**src/hdl/bed_pkg.sv**
```systemverilog
// Shared types, character constants and helpers for the backslash escape decoder.
// No dependencies.
package bed_pkg;

    localparam int RUN_MAX = 4;
    localparam int IDX_W   = 2;

    localparam logic [7:0] CHAR_BSLASH = 8'h5C;
    localparam logic [7:0] CHAR_X      = 8'h78;
    localparam logic [7:0] CHAR_ZERO   = 8'h30;
    localparam logic [7:0] CHAR_SEVEN  = 8'h37;
    localparam logic [7:0] CHAR_A      = 8'h61;
    localparam logic [7:0] CHAR_B      = 8'h62;
    localparam logic [7:0] CHAR_E      = 8'h65;
    localparam logic [7:0] CHAR_F      = 8'h66;
    localparam logic [7:0] CHAR_N      = 8'h6E;
    localparam logic [7:0] CHAR_R      = 8'h72;
    localparam logic [7:0] CHAR_T      = 8'h74;
    localparam logic [7:0] CHAR_V      = 8'h76;

    localparam logic [7:0] CTL_BEL = 8'h07;
    localparam logic [7:0] CTL_BS  = 8'h08;
    localparam logic [7:0] CTL_ESC = 8'h1B;
    localparam logic [7:0] CTL_FF  = 8'h0C;
    localparam logic [7:0] CTL_LF  = 8'h0A;
    localparam logic [7:0] CTL_CR  = 8'h0D;
    localparam logic [7:0] CTL_TAB = 8'h09;
    localparam logic [7:0] CTL_VT  = 8'h0B;

    typedef enum logic [4:0] {
        MODE_NORMAL = 5'b00001,
        MODE_ESC    = 5'b00010,
        MODE_OCT    = 5'b00100,
        MODE_HEX1   = 5'b01000,
        MODE_HEX2   = 5'b10000
    } mode_t;

    // One decoded run: up to four bytes caused by one input transaction.
    typedef struct packed {
        logic [IDX_W-1:0]       last_idx;
        logic [RUN_MAX-1:0][7:0] data;
    } run_t;

    typedef struct packed {
        logic valid;
        run_t run;
    } slot_t;

    // {valid, nibble}
    function automatic logic [4:0] hex_nib(input logic [7:0] b);
        logic [4:0] r;
        r = 5'b0;
        if (b >= 8'h30 && b <= 8'h39) begin
            r = {1'b1, b[3:0]};
        end else if ((b >= 8'h61 && b <= 8'h66) || (b >= 8'h41 && b <= 8'h46)) begin
            r = {1'b1, b[3:0] + 4'd9};
        end
        return r;
    endfunction

endpackage

```
**src/hdl/bed_front.sv**
```systemverilog
// Front end: holds the escape enable and decode state, turns each accepted
// transaction into a run of output bytes. Depends on bed_pkg.
module bed_front (
    input  logic          aclk,
    input  logic          aresetn,
    input  logic          cfg_wr_en,
    input  logic          cfg_wr_data,
    input  logic          accept,
    input  logic [7:0]    in_byte,
    input  logic          is_end,
    output bed_pkg::slot_t push
);
    import bed_pkg::*;

    logic        enable_reg;
    mode_t       mode_reg, mode_next;
    logic [8:0]  oval_reg, oval_next;
    logic [1:0]  ocnt_reg, ocnt_next;
    logic [7:0]  held_reg, held_next;

    logic [RUN_MAX-1:0][7:0] bytes;
    logic [2:0]  n;
    logic        do_fresh;
    logic [4:0]  hx, hh;
    logic [8:0]  oacc;
    logic [1:0]  ocnt_inc;
    logic        is_oct;

    always_comb begin
        mode_next = mode_reg;
        oval_next = oval_reg;
        ocnt_next = ocnt_reg;
        held_next = held_reg;
        bytes     = '0;
        n         = 3'd0;
        do_fresh  = 1'b0;
        hx        = hex_nib(in_byte);
        hh        = hex_nib(held_reg);
        oacc      = {oval_reg[5:0], in_byte[2:0]};
        ocnt_inc  = ocnt_reg + 2'd1;
        is_oct    = (in_byte >= CHAR_ZERO) && (in_byte <= CHAR_SEVEN);

        if (is_end) begin
            unique case (mode_reg)
                MODE_ESC: begin
                    bytes[n[1:0]] = CHAR_BSLASH; n = n + 3'd1;
                end
                MODE_OCT: begin
                    if (ocnt_reg != 2'd0) begin
                        bytes[n[1:0]] = oval_reg[7:0]; n = n + 3'd1;
                    end
                end
                MODE_HEX1: begin
                    bytes[n[1:0]] = CHAR_BSLASH; n = n + 3'd1;
                    bytes[n[1:0]] = CHAR_X;      n = n + 3'd1;
                end
                MODE_HEX2: begin
                    bytes[n[1:0]] = CHAR_BSLASH; n = n + 3'd1;
                    bytes[n[1:0]] = CHAR_X;      n = n + 3'd1;
                    bytes[n[1:0]] = held_reg;    n = n + 3'd1;
                end
                default: ;
            endcase
            mode_next = MODE_NORMAL;
            oval_next = '0;
            ocnt_next = '0;
        end else begin
            unique case (mode_reg)
                MODE_ESC: begin
                    mode_next = MODE_NORMAL;
                    unique case (in_byte)
                        CHAR_A:      begin bytes[0] = CTL_BEL; n = 3'd1; end
                        CHAR_B:      begin bytes[0] = CTL_BS;  n = 3'd1; end
                        CHAR_E:      begin bytes[0] = CTL_ESC; n = 3'd1; end
                        CHAR_F:      begin bytes[0] = CTL_FF;  n = 3'd1; end
                        CHAR_N:      begin bytes[0] = CTL_LF;  n = 3'd1; end
                        CHAR_R:      begin bytes[0] = CTL_CR;  n = 3'd1; end
                        CHAR_T:      begin bytes[0] = CTL_TAB; n = 3'd1; end
                        CHAR_V:      begin bytes[0] = CTL_VT;  n = 3'd1; end
                        CHAR_BSLASH: begin bytes[0] = CHAR_BSLASH; n = 3'd1; end
                        CHAR_ZERO: begin
                            mode_next = MODE_OCT;
                            oval_next = '0;
                            ocnt_next = '0;
                        end
                        CHAR_X:      mode_next = MODE_HEX1;
                        default: begin
                            bytes[0] = CHAR_BSLASH;
                            bytes[1] = in_byte;
                            n = 3'd2;
                        end
                    endcase
                end
                MODE_OCT: begin
                    if (is_oct) begin
                        oval_next = oacc;
                        ocnt_next = ocnt_inc;
                        if (ocnt_inc == 2'd3) begin
                            bytes[0]  = oacc[7:0]; n = 3'd1;
                            mode_next = MODE_NORMAL;
                            oval_next = '0;
                            ocnt_next = '0;
                        end
                    end else begin
                        if (ocnt_reg != 2'd0) begin
                            bytes[n[1:0]] = oval_reg[7:0]; n = n + 3'd1;
                        end
                        oval_next = '0;
                        ocnt_next = '0;
                        do_fresh  = 1'b1;
                    end
                end
                MODE_HEX1: begin
                    if (hx[4]) begin
                        held_next = in_byte;
                        mode_next = MODE_HEX2;
                    end else begin
                        bytes[n[1:0]] = CHAR_BSLASH; n = n + 3'd1;
                        bytes[n[1:0]] = CHAR_X;      n = n + 3'd1;
                        do_fresh = 1'b1;
                    end
                end
                MODE_HEX2: begin
                    if (hx[4]) begin
                        bytes[0]  = {(hh[4] ? hh[3:0] : 4'd0), hx[3:0]}; n = 3'd1;
                        mode_next = MODE_NORMAL;
                    end else begin
                        bytes[n[1:0]] = CHAR_BSLASH; n = n + 3'd1;
                        bytes[n[1:0]] = CHAR_X;      n = n + 3'd1;
                        bytes[n[1:0]] = held_reg;    n = n + 3'd1;
                        do_fresh = 1'b1;
                    end
                end
                default: do_fresh = 1'b1;
            endcase

            if (do_fresh) begin
                if (in_byte == CHAR_BSLASH && enable_reg) begin
                    mode_next = MODE_ESC;
                end else begin
                    mode_next = MODE_NORMAL;
                    bytes[n[1:0]] = in_byte; n = n + 3'd1;
                end
            end
        end
    end

    assign push.valid        = accept && (n != 3'd0);
    assign push.run.data     = bytes;
    assign push.run.last_idx = IDX_W'(n - 3'd1);

    always_ff @(posedge aclk) begin
        if (!aresetn) begin
            enable_reg <= 1'b0;
            mode_reg   <= MODE_NORMAL;
            oval_reg   <= '0;
            ocnt_reg   <= '0;
            held_reg   <= '0;
        end else begin
            if (cfg_wr_en) begin
                enable_reg <= cfg_wr_data;
            end
            if (accept) begin
                mode_reg <= mode_next;
                oval_reg <= oval_next;
                ocnt_reg <= ocnt_next;
                held_reg <= held_next;
            end
        end
    end

endmodule

```
**src/hdl/bed_queue.sv**
```systemverilog
// Short FIFO of decoded runs between the front end and the output serializer.
// Depends on bed_pkg.
module bed_queue #(
    parameter int QUEUE_DEPTH = 4
) (
    input  logic           aclk,
    input  logic           aresetn,
    input  bed_pkg::slot_t push,
    input  logic           pop,
    output bed_pkg::slot_t head,
    output logic           full
);
    import bed_pkg::*;

    localparam int PW = (QUEUE_DEPTH > 1) ? $clog2(QUEUE_DEPTH) : 1;
    localparam int CW = $clog2(QUEUE_DEPTH + 1);

    run_t          mem_reg [QUEUE_DEPTH];
    logic [PW-1:0] wr_ptr_reg, wr_ptr_next;
    logic [PW-1:0] rd_ptr_reg, rd_ptr_next;
    logic [CW-1:0] count_reg, count_next;
    logic          do_pop;

    assign do_pop     = pop && (count_reg != '0);
    assign full       = (count_reg == CW'(QUEUE_DEPTH));
    assign head.valid = (count_reg != '0);
    assign head.run   = mem_reg[rd_ptr_reg];

    always_comb begin
        wr_ptr_next = wr_ptr_reg;
        rd_ptr_next = rd_ptr_reg;
        count_next  = count_reg;
        if (push.valid) begin
            wr_ptr_next = (wr_ptr_reg == PW'(QUEUE_DEPTH - 1)) ? '0 : wr_ptr_reg + PW'(1);
        end
        if (do_pop) begin
            rd_ptr_next = (rd_ptr_reg == PW'(QUEUE_DEPTH - 1)) ? '0 : rd_ptr_reg + PW'(1);
        end
        if (push.valid && !do_pop) begin
            count_next = count_reg + CW'(1);
        end else if (!push.valid && do_pop) begin
            count_next = count_reg - CW'(1);
        end
    end

    always_ff @(posedge aclk) begin
        if (push.valid) begin
            mem_reg[wr_ptr_reg] <= push.run;
        end
    end

    always_ff @(posedge aclk) begin
        if (!aresetn) begin
            wr_ptr_reg <= '0;
            rd_ptr_reg <= '0;
            count_reg  <= '0;
        end else begin
            wr_ptr_reg <= wr_ptr_next;
            rd_ptr_reg <= rd_ptr_next;
            count_reg  <= count_next;
        end
    end

endmodule

```
**src/hdl/bed_back.sv**
```systemverilog
// Output serializer: walks the head run one byte per cycle, while m_ready
// does not stall it, into the output register. Depends on bed_pkg.
module bed_back (
    input  logic           aclk,
    input  logic           aresetn,
    input  bed_pkg::slot_t head,
    output logic           pop,
    output logic           m_valid,
    input  logic           m_ready,
    output logic [7:0]     m_out_byte,
    output logic           m_last_of_run
);
    import bed_pkg::*;

    logic [IDX_W-1:0] idx_reg, idx_next;
    logic             valid_reg, valid_next;
    logic [7:0]       byte_reg, byte_next;
    logic             last_reg, last_next;
    logic             load;
    logic             at_last;

    assign load    = !valid_reg || m_ready;
    assign at_last = (idx_reg == head.run.last_idx);
    assign pop     = load && head.valid && at_last;

    always_comb begin
        idx_next   = idx_reg;
        valid_next = valid_reg;
        byte_next  = byte_reg;
        last_next  = last_reg;
        if (load) begin
            valid_next = head.valid;
            byte_next  = head.run.data[idx_reg];
            last_next  = at_last;
            if (head.valid) begin
                idx_next = at_last ? '0 : idx_reg + IDX_W'(1);
            end
        end
    end

    always_ff @(posedge aclk) begin
        byte_reg <= byte_next;
        last_reg <= last_next;
        if (!aresetn) begin
            idx_reg   <= '0;
            valid_reg <= 1'b0;
        end else begin
            idx_reg   <= idx_next;
            valid_reg <= valid_next;
        end
    end

    assign m_valid       = valid_reg;
    assign m_out_byte    = byte_reg;
    assign m_last_of_run = last_reg;

endmodule

```
**src/hdl/backslash_escape_decoder.sv**
```systemverilog
// Backslash escape decoder top level: front end, run queue and output serializer.
// Depends on bed_pkg, bed_front, bed_queue, bed_back.
//
// The block accepts one input transaction per cycle while its run queue
// (QUEUE_DEPTH entries) has room. Each transaction is decoded in the cycle it
// is accepted into a run of zero to four bytes; the output serializer sends
// one byte per cycle while m_ready does not stall it, so a stream of items
// with one result each sustains one byte per cycle. Items that give no result
// (an opening backslash, a held digit, an end marker with nothing pending)
// put nothing on the output. The first output byte of a run passes through
// the run queue storage and then the serializer output register. The escape
// enable register may be written at any edge through cfg_wr_en.
module backslash_escape_decoder #(
    parameter int QUEUE_DEPTH = 4
) (
    input  logic       aclk,
    input  logic       aresetn,
    input  logic       cfg_wr_en,
    input  logic       cfg_wr_data,
    input  logic       s_valid,
    output logic       s_ready,
    input  logic [7:0] s_in_byte,
    input  logic       s_is_end,
    output logic       m_valid,
    input  logic       m_ready,
    output logic [7:0] m_out_byte,
    output logic       m_last_of_run
);
    import bed_pkg::*;

    slot_t push;
    slot_t head;
    logic  pop;
    logic  full;
    logic  accept;

    assign s_ready = !full;
    assign accept  = s_valid && s_ready;

    bed_front u_front (
        .aclk        (aclk),
        .aresetn     (aresetn),
        .cfg_wr_en   (cfg_wr_en),
        .cfg_wr_data (cfg_wr_data),
        .accept      (accept),
        .in_byte     (s_in_byte),
        .is_end      (s_is_end),
        .push        (push)
    );

    bed_queue #(
        .QUEUE_DEPTH (QUEUE_DEPTH)
    ) u_queue (
        .aclk    (aclk),
        .aresetn (aresetn),
        .push    (push),
        .pop     (pop),
        .head    (head),
        .full    (full)
    );

    bed_back u_back (
        .aclk          (aclk),
        .aresetn       (aresetn),
        .head          (head),
        .pop           (pop),
        .m_valid       (m_valid),
        .m_ready       (m_ready),
        .m_out_byte    (m_out_byte),
        .m_last_of_run (m_last_of_run)
    );

endmodule

```
**config.mk**
```make
export PLATFORM = sky130hd
export DESIGN_NAME = backslash_escape_decoder
export DESIGN_NICKNAME = d
export VERILOG_FILES = /design/src/hdl/bed_pkg.sv /design/src/hdl/bed_front.sv /design/src/hdl/bed_queue.sv /design/src/hdl/bed_back.sv /design/src/hdl/backslash_escape_decoder.sv
export SDC_FILE = /design/constraint.sdc
export NUM_CORES = 1
export LEC_CHECK = 0
export BUFFER_PORTS_ARGS = -buffer_cell sky130_fd_sc_hd__buf_2
export CAP_MARGIN = 30
export CORE_MARGIN = 2
export CORE_UTILIZATION = 55
export CTS_BUF_LIST = sky130_fd_sc_hd__clkbuf_4 sky130_fd_sc_hd__clkbuf_8
export CTS_CLUSTER_SIZE = 20
export DETAILED_ROUTE_END_ITERATION = 10
export GPL_TIMING_DRIVEN = 0
export MAX_ROUTING_LAYER = met4
export PLACE_DENSITY_LB_ADDON = 0.12
export SKIP_CTS_REPAIR_TIMING = 1
export SLEW_MARGIN = 20
export SYNTH_ARGS = -nofsm -noshare
export SYNTH_HDL_FRONTEND = slang
export SYNTH_SLANG_ARGS = --single-unit
```
**constraint.sdc**
```tcl
create_clock -name aclk -period 4.8 [get_ports aclk]
set_input_delay 0.24 -clock aclk [delete_from_list [all_inputs] [get_ports aclk]]
set_output_delay 0.24 -clock aclk [all_outputs]
set_load 0.02 [all_outputs]
```
==> impl_metrics.env <==
export IMPL_diodes=0
export IMPL_finalHoldViolCount=0
export IMPL_crit_reg2reg_capture="u_queue.count_reg[2]"
export IMPL_hp_start="cfg_wr_data"
export IMPL_die_area_um2=17100
export IMPL_wl_met3_um=877
export IMPL_fin_crit_ps=4360
export IMPL_hold_depth=3
export IMPL_synth_compound_area_frac=0.111
export IMPL_yosys_area_share_adder=0.0306
export IMPL_ys_seq_area_frac=0.575
export IMPL_htreeDepth=4
export IMPL_r2r_slack_ps=450
export IMPL_root_buffer="clkbuf_8"
export IMPL_final_common_cell="edfxtp_1"
export IMPL_grt_use_total=0.276
export IMPL_critPathLaunchType="input pin"
export IMPL_ir_worst_vdd_uv=290
export IMPL_wl_met1_mm=9.71
export IMPL_final_nets=735
export IMPL_drt_total_wl_mm=21.6
export IMPL_synth_edf_count=145
export IMPL_core_area_um2=15800
export IMPL_vias=5735
export IMPL_slew_headroom=0.373
export IMPL_fin_crit_sh=0.909
export IMPL_die_height_um=131
export IMPL_ff2ff_path_depth=17
export IMPL_drtAntennaViolNets=0
export IMPL_dr_pass1_iters=4
export IMPL_dr_first_iter_drc_count=391
export IMPL_cts_buffers=17
export IMPL_worstSetupEndpointType="register"
export IMPL_maxCapViolCount=0
export IMPL_max_freq_mhz=229
export IMPL_stdcell_count=928
export IMPL_place_congestion=0.932
export IMPL_wl_per_cell_um=23.3
export IMPL_first_global_vias=5664
export IMPL_crit_type="in2reg"
export IMPL_worstMarginPinSlew_ps=940
export IMPL_syn_area_per_cell_um2=13.7
export IMPL_dp_cells=890
export IMPL_finalSetupViolations=0
export IMPL_synth_main_ff_cell="edfxtp_1"
export IMPL_yosysWarningCount=0
export IMPL_drc=0
export IMPL_highest_layer="met4"
export IMPL_fin_skew_ps=15.6
export IMPL_wl_met2_mm=10.5
export IMPL_antenna_found_initial=0
export IMPL_min_path_type="in2reg"
export IMPL_synthSimpleGateAreaFrac=0.120
export IMPL_area_growth_pct=11.1
export IMPL_hold_path_end="u_front.enable_reg"
export IMPL_cts_tree="yes"
export IMPL_numPortBuffers=24
export IMPL_utilization=0.622
export IMPL_crit_arrival_ps=4760
export IMPL_path_clk_slew_ps=100
export IMPL_yosys_register_bits=181
export IMPL_drv_slew=0
export IMPL_grt_pass1_wl_mm=33.0
export IMPL_clk_latency_ps=470
export IMPL_synth_distinct_cells=80
export IMPL_cts_sinks=181
export IMPL_cp_data_required_time_ps=5200
export IMPL_hold_worst_slack_ps=31.6
export IMPL_grt_max_degree=27
export IMPL_overflow=0
export IMPL_netlist_area_um2=8830
export IMPL_crit_fanout=10
export IMPL_layout_common_cells="edfxtp_1, mux4_2, nand2_1, dfxtp_1, buf_2"
export IMPL_synthXorXnorAreaFrac=0.0109
export IMPL_clockBufferDepth=2
export IMPL_run_status="finished clean"
export IMPL_p_leak_nw=3.35
export IMPL_synth_top_family_by_area="multiplexers"
export IMPL_rows=46
export IMPL_dp_hpwl_mm=15.4
export IMPL_synthMuxAreaShare=0.124
export IMPL_largest_reg_flops=136
export IMPL_drive_above_1_share=0.216
export IMPL_r2r_start="u_front.mode_reg[1]"
export IMPL_die_x_um=131
export IMPL_start_util=0.560
export IMPL_async_reset_ff_frac=0
export IMPL_rsz0062_at_grt="false"
export IMPL_power_density_nw_per_um2=391
export IMPL_syn_num_nets=682
export IMPL_via_per_inst=6.18
export IMPL_ioPinCount=26
export IMPL_postSynthCellCount=646
worst max-delay path, cell delays in order:
cell and delay, ps:
buf_2 100, clkbuf_2 290, inv_1 190, ha_1 270, o21ba_2 250, o21a_4 230
a211oi_4 190, buf_4 200, o21a_1 220, buf_2 280, xor2_1 170, a21oi_1 150
ha_1 250, o22ai_2 320, ha_1 260, inv_1 80, fa_1 430, xor2_1 180
or3_1 300, a21boi_0 160
Yosys cell counts, types with 4 or more instances:
cell      count  area, um2
mux2i_1      15        150
a22o_1        7       61.3
xor2_1       10       87.6
nand2b_1      6       37.5
dfxtp_1      36        721
nor2_1       28        105
and3_1       10       62.6
o21bai_1      5       37.5
o211ai_1      5       37.5
buf_2        10       50.1
nor3_1       13       65.1
a21oi_1      21        105
and2_1       13       81.3
clkbuf_1     24       90.1
nand3_1      25        125
mux4_2       42        946
edfxtp_1    145       4350
a31oi_1       4       25.0
a21boi_1      5       37.5
ha_1         20        250
a32oi_1       5       43.8
o21ai_0       8       40.0
nand4_1       6       37.5
nor2b_1      17        106
inv_1        20       75.1
nand2_1      40        150
o31ai_1       4       30.0
a21o_1       10       75.1
a21boi_0     14        105
final cells by class:
type	instances	area, um2
fill	1294	5960
sequential	181	5070
multi-input combinational	407	3540
tap	216	270
timing repair buffer	35	256
clock buffer	17	234
clock inverter	15	185
buffer	37	173
inverter	20	75.1
per-layer routing:
layer,global-route usage,vias up
li1,-,2617
met1,0.366,2911
met2,0.433,171
met3,0.0476,36
met4,0.0995,0
met5,-,-
power by group:
part	total (mW)	internal (mW)	switching, mW
Combinational	0.867	0.393	0.474
Sequential	1.90	1.85	0.0529
Clock	1.07	0.485	0.585
Total	3.84	2.73	1.11
worst max-delay path by stage:
stage,cells past startpoint,to,from,slack (ps)
finish,20,u_queue.count_reg[2],s_in_byte[1],440
CTS,19,u_queue.count_reg[2],s_in_byte[1],-140
global route,20,u_queue.count_reg[2],s_in_byte[0],80
global placement,13,u_queue.mem_reg[1][0],s_in_byte[1],-1150
floorplan,18,u_queue.count_reg[2],s_in_byte[0],660
detailed placement,19,u_queue.count_reg[2],s_in_byte[1],-630
logic make-up (layout without fill, tap and decap cells):
kind of cell / count (synthesis) / in the layout
XOR/XNOR: 11 / 11
AO/OA/AOI/OAI: 128 / 128
flip-flops: 181 / 181
adder cells (fa/ha/maj): 21 / 21
buffers and inverters: 58 / 124
AND/OR/NAND/NOR: 190 / 190
multiplexers: 57 / 57
metrics by stage:
| stage | setup TNS (ps) | area [um2] | worst slack (ps) | total power [mW] |
|---|---|---|---|---|
| 6_report | 0 | 9810 | 439 | 3.84 |
| 5_1_grt | 0 | 9810 | 75.4 | 4.00 |
| 4_1_cts | -141 | 9720 | -141 | 3.86 |
| 3_5_place_dp | -17240 | 9310 | -625 | 2.80 |
| 3_3_place_gp | -155210 | 9220 | -1150 | 2.77 |
| 2_1_floorplan | 0 | 8830 | 662 | 2.55 |
Power figures use the tool's default switching activity.
